### src/rtl/core/dclk_pkg.sv
package dclk_pkg;

   localparam int CODE_LENGTH = 4;
   localparam int POS_W = (CODE_LENGTH > 1) ? $clog2(CODE_LENGTH) : 1;
   localparam int DIGIT_W = 4;
   localparam int JOY_W = 12;
   localparam int LEVEL_W = 14;
   localparam int EVENT_W = 4;
   localparam int INDEX_W = 2;

   localparam int CSR_IDX_W = 2;
   localparam int CSR_DATA_W = 14;

   localparam logic [CSR_IDX_W-1:0] CSR_LEFT_THR = 2'd0;
   localparam logic [CSR_IDX_W-1:0] CSR_RIGHT_THR = 2'd1;
   localparam logic [CSR_IDX_W-1:0] CSR_OPEN_LEVEL = 2'd2;
   localparam logic [CSR_IDX_W-1:0] CSR_CLOSE_LEVEL = 2'd3;

   localparam logic [JOY_W-1:0] LEFT_THR_RST = JOY_W'((4096 / 2) - 200);
   localparam logic [JOY_W-1:0] RIGHT_THR_RST = JOY_W'((4096 / 2) + 200);
   localparam logic [LEVEL_W-1:0] OPEN_LEVEL_RST = LEVEL_W'(220);
   localparam logic [LEVEL_W-1:0] CLOSE_LEVEL_RST = LEVEL_W'(1100);

   localparam logic [DIGIT_W-1:0] DIGIT_MAX = 4'd9;
   localparam logic [POS_W-1:0] LAST_POS = POS_W'(CODE_LENGTH - 1);

   localparam logic [EVENT_W-1:0] EV_NONE = 4'd0;
   localparam logic [EVENT_W-1:0] EV_TAKEN = 4'd1;
   localparam logic [EVENT_W-1:0] EV_DELETED = 4'd2;
   localparam logic [EVENT_W-1:0] EV_REFUSED = 4'd3;
   localparam logic [EVENT_W-1:0] EV_CORRECT = 4'd4;
   localparam logic [EVENT_W-1:0] EV_WRONG = 4'd5;
   localparam logic [EVENT_W-1:0] EV_CHANGED = 4'd6;
   localparam logic [EVENT_W-1:0] EV_CHANGE_MODE = 4'd7;
   localparam logic [EVENT_W-1:0] EV_CLOSED = 4'd8;

   typedef struct packed {
      logic              button_a_pressed;
      logic              button_b_pressed;
      logic [JOY_W-1:0]  joy_sample;
   } req_word_type;

   typedef struct packed {
      logic [DIGIT_W-1:0] shown_digit;
      logic [INDEX_W-1:0] entry_index;
      logic               is_open;
      logic               in_change_mode;
      logic [LEVEL_W-1:0] servo_level;
      logic [EVENT_W-1:0] event_code;
   } rsp_word_type;

   typedef struct packed {
      logic [JOY_W-1:0]   left_threshold;
      logic [JOY_W-1:0]   right_threshold;
      logic [LEVEL_W-1:0] open_pulse_level;
      logic [LEVEL_W-1:0] close_pulse_level;
   } cfg_type;

endpackage

### src/rtl/core/digit_code_lock_controller.sv
// channel | direction | handshake           | word
// req     | in        | req_valid/req_stall | req_data: buttons A, B, joystick sample
// rsp     | out       | rsp_valid/rsp_stall | rsp_data: digit, index, lock state, servo, event
// csr     | in        | csr_wr_en           | csr_index, csr_wdata (no read-back)
//
// One word per cycle sustained while rsp is not stalled; a word goes to rsp through
// the input register, then the result register (the lock update sits between them).
// Reset is synchronous and active high; it restores the register defaults and a
// closed lock with a zero code.
// A stalled rsp holds its word; req stalls only while both stages are full.
module digit_code_lock_controller (
   input  logic                            clock,
   input  logic                            reset,
   input  logic                            req_valid,
   output logic                            req_stall,
   input  dclk_pkg::req_word_type          req_data,
   output logic                            rsp_valid,
   input  logic                            rsp_stall,
   output dclk_pkg::rsp_word_type          rsp_data,
   input  logic                            csr_wr_en,
   input  logic [dclk_pkg::CSR_IDX_W-1:0]  csr_index,
   input  logic [dclk_pkg::CSR_DATA_W-1:0] csr_wdata
);

   logic                   in_valid_ff;
   dclk_pkg::req_word_type in_word_ff;
   logic                   out_valid_ff;
   dclk_pkg::rsp_word_type out_word_ff;
   dclk_pkg::rsp_word_type next_word;
   dclk_pkg::cfg_type      cfg;
   logic                   advance;
   logic                   take;

   assign advance = in_valid_ff && (!out_valid_ff || !rsp_stall);
   assign req_stall = in_valid_ff && !advance;
   assign take = req_valid && !req_stall;

   dclk_csr u_csr (
      .clock     (clock),
      .reset     (reset),
      .csr_wr_en (csr_wr_en),
      .csr_index (csr_index),
      .csr_wdata (csr_wdata),
      .cfg       (cfg)
   );

   dclk_core u_core (
      .clock    (clock),
      .reset    (reset),
      .step     (advance),
      .req_word (in_word_ff),
      .cfg      (cfg),
      .rsp_word (next_word)
   );

   always_ff @(posedge clock) begin
      if (reset) begin
         in_valid_ff <= 1'b0;
         out_valid_ff <= 1'b0;
      end else begin
         if (take) begin
            in_valid_ff <= 1'b1;
         end else if (advance) begin
            in_valid_ff <= 1'b0;
         end
         if (advance) begin
            out_valid_ff <= 1'b1;
         end else if (!rsp_stall) begin
            out_valid_ff <= 1'b0;
         end
      end
   end

   always_ff @(posedge clock) begin
      if (take) begin
         in_word_ff <= req_data;
      end
      if (advance) begin
         out_word_ff <= next_word;
      end
   end

   assign rsp_valid = out_valid_ff;
   assign rsp_data = out_word_ff;

`ifndef SYNTH
   a_digit_range: assert property (@(posedge clock) disable iff (reset)
      rsp_valid |-> rsp_data.shown_digit <= dclk_pkg::DIGIT_MAX)
      else $error("shown digit above nine");

   a_change_needs_open: assert property (@(posedge clock) disable iff (reset)
      rsp_valid && rsp_data.in_change_mode |-> rsp_data.is_open)
      else $error("change mode while lock closed");

   a_servo_quiet: assert property (@(posedge clock) disable iff (reset)
      rsp_valid && rsp_data.event_code != dclk_pkg::EV_CORRECT
      && rsp_data.event_code != dclk_pkg::EV_CHANGED
      && rsp_data.event_code != dclk_pkg::EV_CLOSED
      |-> rsp_data.servo_level == '0)
      else $error("servo moved without open or close");

   a_correct_opens: assert property (@(posedge clock) disable iff (reset)
      rsp_valid && rsp_data.event_code == dclk_pkg::EV_CORRECT
      |-> rsp_data.is_open && rsp_data.entry_index == '0)
      else $error("correct code left lock closed or index nonzero");
`endif

endmodule

### src/rtl/core/dclk_csr.sv
module dclk_csr (
   input  logic                               clock,
   input  logic                               reset,
   input  logic                               csr_wr_en,
   input  logic [dclk_pkg::CSR_IDX_W-1:0]     csr_index,
   input  logic [dclk_pkg::CSR_DATA_W-1:0]    csr_wdata,
   output dclk_pkg::cfg_type                  cfg
);

   dclk_pkg::cfg_type cfg_ff;

   always_ff @(posedge clock) begin
      if (reset) begin
         cfg_ff.left_threshold <= dclk_pkg::LEFT_THR_RST;
         cfg_ff.right_threshold <= dclk_pkg::RIGHT_THR_RST;
         cfg_ff.open_pulse_level <= dclk_pkg::OPEN_LEVEL_RST;
         cfg_ff.close_pulse_level <= dclk_pkg::CLOSE_LEVEL_RST;
      end else if (csr_wr_en) begin
         case (csr_index)
            dclk_pkg::CSR_LEFT_THR: begin
               cfg_ff.left_threshold <= csr_wdata[dclk_pkg::JOY_W-1:0];
            end
            dclk_pkg::CSR_RIGHT_THR: begin
               cfg_ff.right_threshold <= csr_wdata[dclk_pkg::JOY_W-1:0];
            end
            dclk_pkg::CSR_OPEN_LEVEL: begin
               cfg_ff.open_pulse_level <= csr_wdata[dclk_pkg::LEVEL_W-1:0];
            end
            dclk_pkg::CSR_CLOSE_LEVEL: begin
               cfg_ff.close_pulse_level <= csr_wdata[dclk_pkg::LEVEL_W-1:0];
            end
            default: begin
            end
         endcase
      end
   end

   assign cfg = cfg_ff;

endmodule

### src/rtl/core/dclk_core.sv
module dclk_core (
   input  logic                    clock,
   input  logic                    reset,
   input  logic                    step,
   input  dclk_pkg::req_word_type  req_word,
   input  dclk_pkg::cfg_type       cfg,
   output dclk_pkg::rsp_word_type  rsp_word
);

   logic [dclk_pkg::CODE_LENGTH-1:0][dclk_pkg::DIGIT_W-1:0] stored_ff, stored_in;
   logic [dclk_pkg::CODE_LENGTH-1:0][dclk_pkg::DIGIT_W-1:0] entry_ff, entry_in;
   logic [dclk_pkg::POS_W-1:0]   pos_ff, pos_in;
   logic [dclk_pkg::DIGIT_W-1:0] digit_ff, digit_in;
   logic                         open_ff, open_in;
   logic                         chg_ff, chg_in;
   logic [dclk_pkg::LEVEL_W-1:0] servo;
   logic [dclk_pkg::EVENT_W-1:0] ev;
   logic [dclk_pkg::POS_W+1:0]   pos_ext;

   always_comb begin
      stored_in = stored_ff;
      entry_in = entry_ff;
      pos_in = pos_ff;
      digit_in = digit_ff;
      open_in = open_ff;
      chg_in = chg_ff;
      servo = '0;
      ev = dclk_pkg::EV_NONE;

      if (open_ff && !chg_ff) begin
         if (req_word.button_a_pressed) begin
            chg_in = 1'b1;
            ev = dclk_pkg::EV_CHANGE_MODE;
         end else if (req_word.button_b_pressed) begin
            open_in = 1'b0;
            servo = cfg.close_pulse_level;
            ev = dclk_pkg::EV_CLOSED;
         end
      end else if (req_word.button_b_pressed) begin
         if (pos_ff <= dclk_pkg::LAST_POS) begin
            entry_in[pos_ff] = digit_ff;
         end
         if (pos_ff >= dclk_pkg::LAST_POS) begin
            pos_in = '0;
            if (chg_ff) begin
               stored_in = entry_in;
               open_in = 1'b0;
               chg_in = 1'b0;
               servo = cfg.close_pulse_level;
               ev = dclk_pkg::EV_CHANGED;
            end else if (entry_in == stored_ff) begin
               open_in = 1'b1;
               servo = cfg.open_pulse_level;
               ev = dclk_pkg::EV_CORRECT;
            end else begin
               ev = dclk_pkg::EV_WRONG;
            end
         end else begin
            pos_in = pos_ff + 1'b1;
            ev = dclk_pkg::EV_TAKEN;
         end
      end else if (req_word.button_a_pressed) begin
         if (pos_ff == '0) begin
            ev = dclk_pkg::EV_REFUSED;
         end else begin
            pos_in = pos_ff - 1'b1;
            ev = dclk_pkg::EV_DELETED;
         end
      end

      // low side wins when thresholds overlap
      if (req_word.joy_sample < cfg.left_threshold) begin
         digit_in = (digit_ff == '0) ? dclk_pkg::DIGIT_MAX : digit_ff - 1'b1;
      end else if (req_word.joy_sample > cfg.right_threshold) begin
         digit_in = (digit_ff >= dclk_pkg::DIGIT_MAX) ? '0 : digit_ff + 1'b1;
      end
   end

   always_ff @(posedge clock) begin
      if (reset) begin
         stored_ff <= '0;
         entry_ff <= '0;
         pos_ff <= '0;
         digit_ff <= '0;
         open_ff <= 1'b0;
         chg_ff <= 1'b0;
      end else if (step) begin
         stored_ff <= stored_in;
         entry_ff <= entry_in;
         pos_ff <= pos_in;
         digit_ff <= digit_in;
         open_ff <= open_in;
         chg_ff <= chg_in;
      end
   end

   assign pos_ext = {2'b00, pos_in};

   always_comb begin
      rsp_word.shown_digit = digit_in;
      rsp_word.entry_index = pos_ext[dclk_pkg::INDEX_W-1:0];
      rsp_word.is_open = open_in;
      rsp_word.in_change_mode = chg_in;
      rsp_word.servo_level = servo;
      rsp_word.event_code = ev;
   end

endmodule

### config.mk
export PLATFORM = sky130hd
export DESIGN_NAME = digit_code_lock_controller
export DESIGN_NICKNAME = d
export VERILOG_FILES = /design/src/rtl/core/dclk_pkg.sv /design/src/rtl/core/digit_code_lock_controller.sv /design/src/rtl/core/dclk_csr.sv /design/src/rtl/core/dclk_core.sv
export SDC_FILE = /design/constraint.sdc
export NUM_CORES = 1
export LEC_CHECK = 0
export BUFFER_PORTS_ARGS = -buffer_cell sky130_fd_sc_hd__buf_2
export CAP_MARGIN = 0
export CORE_MARGIN = 8
export CORE_UTILIZATION = 48
export CTS_BUF_LIST = sky130_fd_sc_hd__clkbuf_4 sky130_fd_sc_hd__clkbuf_8
export CTS_CLUSTER_SIZE = 16
export DETAILED_ROUTE_END_ITERATION = 10
export PLACE_DENSITY_LB_ADDON = 0.25
export SYNTH_ARGS = -nofsm -noshare
export SYNTH_HDL_FRONTEND = slang
export SYNTH_SLANG_ARGS = --single-unit
### constraint.sdc
create_clock -name clock -period 4.3 [get_ports clock]
set_input_delay 0.43 -clock clock [delete_from_list [all_inputs] [get_ports clock]]
set_output_delay 0.43 -clock clock [all_outputs]
set_load 0.01 [all_outputs]
* After elaboration in Yosys (flattened, before gate mapping)
Index checks and enable logic that the tools add are counted.
** Word-level totals
- Bits in registers :: 134
- Input port bits :: 35
- Output and inout bits :: 28
- Word-level logic and storage cells :: 111
** Cells by class
- Add/subtract/negate cells :: 4
- $lt $le $gt $ge :: 7
- Eq/ne operators :: 5
- Mux-type cells :: 46
- Bitwise logic cells :: 1
- Reduce and logical (&&, ||, !) cells :: 21
** Operators by type and width (number)
- 14-bit two-way mux :: 7
- 16-bit two-way mux :: 3
- 4-bit two-way mux :: 12
- 1-bit two-way mux :: 17
- 16-bit bitwise mux :: 1
- 16-bit equality test :: 1
- 12-bit > comparator :: 1
- 12-bit < comparator :: 1
- 2-bit two-way mux :: 5
- 4-bit demux with 2-bit select :: 1
- 2-bit AND reduction :: 4
- 1-bit logical AND :: 5
- 1-bit zero test :: 5
- 5-bit AND reduction :: 1
- 4-bit by 1-bit adder with 4-bit output (second input constant) :: 1
- 2-bit equality test (second input constant) :: 2
- 4-bit greater-or-equal comparator (second input constant) :: 1
- 2-bit zero test :: 2
- 4-bit zero test :: 1
- 4-bit by 1-bit subtractor with 4-bit output (second input constant) :: 1
- 2-bit by 3-bit < comparator with 1-bit output (second input constant) :: 1
- 3-bit AND reduction :: 1
- 2-bit by 1-bit adder with 2-bit output (second input constant) :: 1
- 2-bit by 1-bit equality test with 1-bit output (second input constant) :: 1
- 8 further kinds :: 8

* Logic depth before layout (Yosys ltp)
- Depth after elaboration :: 14
- Mapped depth :: 10

* Modules after synthesis
A second synthesis with hierarchy kept.
** Second synthesis, totals
- Cells, all modules :: 628
- Area, all modules :: 6419.9 sq um
** By module, submodules not included
- dclk_core :: times used 1, cells an instance 378, area an instance 3044.2 sq um, sequential area each 800.8 sq um
- dclk_csr :: times used 1, cells an instance 200, area an instance 2088.3 sq um, sequential area each 1041.0 sq um
- digit_code_lock_controller :: times used 1, cells an instance 50, area an instance 1287.5 sq um, sequential area each 1241.2 sq um

* Worst setup path after synthesis
OpenSTA, ideal clock, no wires.
- Path type :: flip-flop to flip-flop
- Start :: register u_core.pos_ff[0] (netlist bit)
- End :: register out_word_ff (netlist bit rsp_data[10]), data pin
- Arrival time :: 2.212 ns
- Setup slack :: 1.956 ns
- Cell stages (with the launch flop) :: 11
- Buffers on the path :: 2
- Cells stage by stage :: dfxtp_1 -> inv_1 -> ha_1 -> buf_6 -> mux2i_2 -> xnor2_1 -> nor4_2 -> nand4_2 -> nor4_4 -> buf_6 -> a22o_1
** RTL lines
- start, declared :: line dclk_core.sv:12 : logic [dclk_pkg::POS_W-1:0] pos_ff, pos_in;
- start signal, assigned :: line dclk_core.sv:90 : pos_ff <= pos_in;
- end signal, assigned :: line digit_code_lock_controller.sv:79 : out_word_ff <= next_word;
- end, declared :: line digit_code_lock_controller.sv:28 : dclk_pkg::rsp_word_type out_word_ff;

==> metrics.txt <==
status finished, final reports clean; Synth cell types 51; initial antenna violation count 0; P per Cell Area 411 nW/um2; Worst-Margin Slew 1.24 ns; Setup Viol. Count Final 0; Total GRT Usage 0.178; dpl hpwl 9.56 mm; GRT busiest layer met2; met2 Resource Use GR 0.289; Reg clk slew, reported paths 0.08 ns; Vias 4891; Syn Nets 727; EDFF count, synth 40; row count 41; grt total ovfl 0; Critical-path top delay cell nor4_4; gpl congestion 0.860; CTS sink cnt 134; Skew-Pair Late Insertion Delay 0.46 ns; Final TNS setup 0 ns; pre-CTS setup slack 1.14 ns; sequential fraction of the synthesis area 0.499; met1 usage 0.215; synth warn 0; NumNets Final 773; Detailed Route WL 14.1 mm; crit-path max FO 14; Peak VDD IR 0.391 mV; postcts setup bufs 0; pin count of the biggest net entering global routing 74; share of layout cells above drive strength 1 0.161; area grow syn2layout 13.6%; CTS tree yes; Routed WL per cell 15.9 um; MaxCap Viol Count 0; CP startpoint kind flip-flop; Netlist Area Pre-Place 6170 um2; Worst Path Arrival 3.49 ns; H-tree depth 4; CP Class reg -> reg; vias in the first global route 4806; Max Slew Vio Count 0; post-synth top area share 0.305; LEAKAGE 2.69 nW; post-route setup slack 1.12 ns; CTS Hold Bufs 0; fmax 314 MHz; required time of the critical path 4.61 ns; antenna cells 0; Fin. Hold Viols 0; Slew headroom 0.172; clk buf depth 2; core region area 12600 um2; clk_skew 0.0161 ns; post-synth top area cell dfxtp_1; post-route ant nets 0; min Tclk post-route 3.18 ns; PortBufs 62; DRC viols 0; slowest stage delay, CP 0.76 ns; Yosys reg bits 134; Initial Util 0.491; Num CTS Buffers 17; FFs w/ async S/R, synth 0; drt via density 5.48; die outline height 129 um; ys flop type dfxtp_1; first-pass GRT wire length 23.3 mm; Syn Area/Cell 9.34 um2; drt pass-1 iters 5; Bufs and invs on worst path 1; Initial DRC Count 411; HP Class in -> reg; Tcrit/Tclk final 0.740; post_cts resized 0; M3 GR Usage 0.0518; Worst Setup End Kind flip-flop; Die ar. 16700 um2; Clock Tree Root clkbuf_8; Top Ports 63; Post-Syn Instances 661; Die X-Extent 129 um; synth top area cells dfxtp_1 (30%), edfxtp_1 (19%), nand2_1 (7.8%); unrepaired setup endpoints after global routing no; CP delay by family, top simple AND/OR/NAND/NOR gates; worst path cell trace inv_1 > ha_1 > mux2i_1 > xnor2_1 > nor4_2 > nand4_2 > nor4_4 > a22o_1
[report_power, final]
| part | total, mW | switching, mW | leakage, nW | internal [mW] |
|---|---|---|---|---|
| Combinational | 0.270 | 0.169 | 1.30 | 0.101 |
| Clock | 1.22 | 0.518 | 0.230 | 0.704 |
| Sequential | 1.39 | 0.0392 | 1.15 | 1.35 |
| Total | 2.88 | 0.726 | 2.69 | 2.15 |
[stage by stage]
step | hold slack, ns | instance area (um2) | cells | util | power [mW]
after floorplan | 0.436 | 6170 | 661 | - | 1.59
after global routing | 0.116 | 7010 | 892 | 0.558 | 3.00
after global placement | 0.444 | 6550 | 860 | 0.521 | 1.68
after CTS | 0.125 | 7010 | 892 | 0.558 | 2.90
after detailed placement | 0.447 | 6550 | 860 | 0.521 | 1.68
final | 0.147 | 7010 | 892 | 0.558 | 2.88
[synthesized netlist by cell type (3+ instances only)]
cell type	instances
a22o_1	14
a21o_1	3
inv_1	31
nor3b_1	3
nand2_1	129
nor2_1	45
o21ai_0	14
o21a_1	3
xnor2_1	16
buf_2	4
nor3_1	3
nand4_1	3
and3_1	3
a21oi_1	61
nor4_1	3
mux2i_2	5
dfxtp_1	94
o211ai_1	13
a31oi_1	4
edfxtp_1	40
buf_6	5
nor2b_1	5
a211oi_1	20
o21ai_1	6
ha_1	31
clkbuf_1	30
mux2i_1	15
nand3_1	26
nor4_2	4
[cell type report]
class | count | area (um2)
Inverter | 33 | 124
Fill cell | 1107 | 5550
Clock inverter | 14 | 223
Clock buffer | 18 | 241
Timing Repair Buffer | 68 | 355
Sequential cell | 134 | 3080
Multi-Input combinational cell | 453 | 2770
Tap cell | 172 | 215
[per-layer routing]
| layer | up-vias | wire (um) |
|---|---|---|
| li1 | 2400 | - |
| met1 | 2327 | 6240 |
| met2 | 137 | 6800 |
| met3 | 27 | 787 |
| met4 | 0 | 318 |
| met5 | - | 0 |
[layout by cell type, fill, tap and decap left out, types with 4 or more instances in the layout]
cell / count
xnor2_1: 16
clkbuf_8: 17
ha_1: 31
dfxtp_1: 94
nand3_1: 26
o21ai_1: 6
inv_1: 31
mux2i_1: 15
edfxtp_1: 40
nor2_1: 45
a31oi_1: 4
mux2i_2: 5
buf_2: 62
buf_4: 6
nor4_2: 4
nand2_1: 129
bufinv_16: 5
o211ai_1: 13
a22o_1: 14
a211oi_1: 20
a21oi_1: 61
o21ai_0: 14
nor2b_1: 5
[worst register-to-register path, cell delays in order (launching register included)]
cell	delay, ns
dfxtp_1	0.38
inv_1	0.12
ha_1	0.48
mux2i_1	0.34
xnor2_1	0.12
nor4_2	0.34
nand4_2	0.23
nor4_4	0.76
a22o_1	0.28
[logic make-up after synthesis]
logic type / share of synthesized area
AO/OA/AOI/OAI: 0.159
adder cells (fa/ha/maj): 0.0628
flip-flops: 0.499
XOR/XNOR: 0.0227
AND/OR/NAND/NOR: 0.168
multiplexers: 0.0355
buffers and inverters: 0.0525
[sequential cells by signal (all words and copies together) (netlist names), 2 cells and up]
| register | count |
|---|---|
| u_csr.cfg | 52 |
| rsp_data | 26 |
| u_core.entry_ff | 16 |
| u_core.stored_ff | 16 |
| in_word_ff | 14 |
| u_core.digit_ff | 4 |
| u_core.pos_ff | 2 |
[final timing paths]
kind               startpoint            end  slack [ns]  cells past startpoint
max reg2reg  u_core.pos_ff[0]   rsp_data[14]        1.12                      8
max          u_core.pos_ff[0]   rsp_data[14]        1.12                      8
min reg2reg     u_csr.cfg[15]  u_csr.cfg[15]        0.46                      2
min               req_data[9]  in_word_ff[9]        0.15                      1
Power figures use the tool's default switching activity.
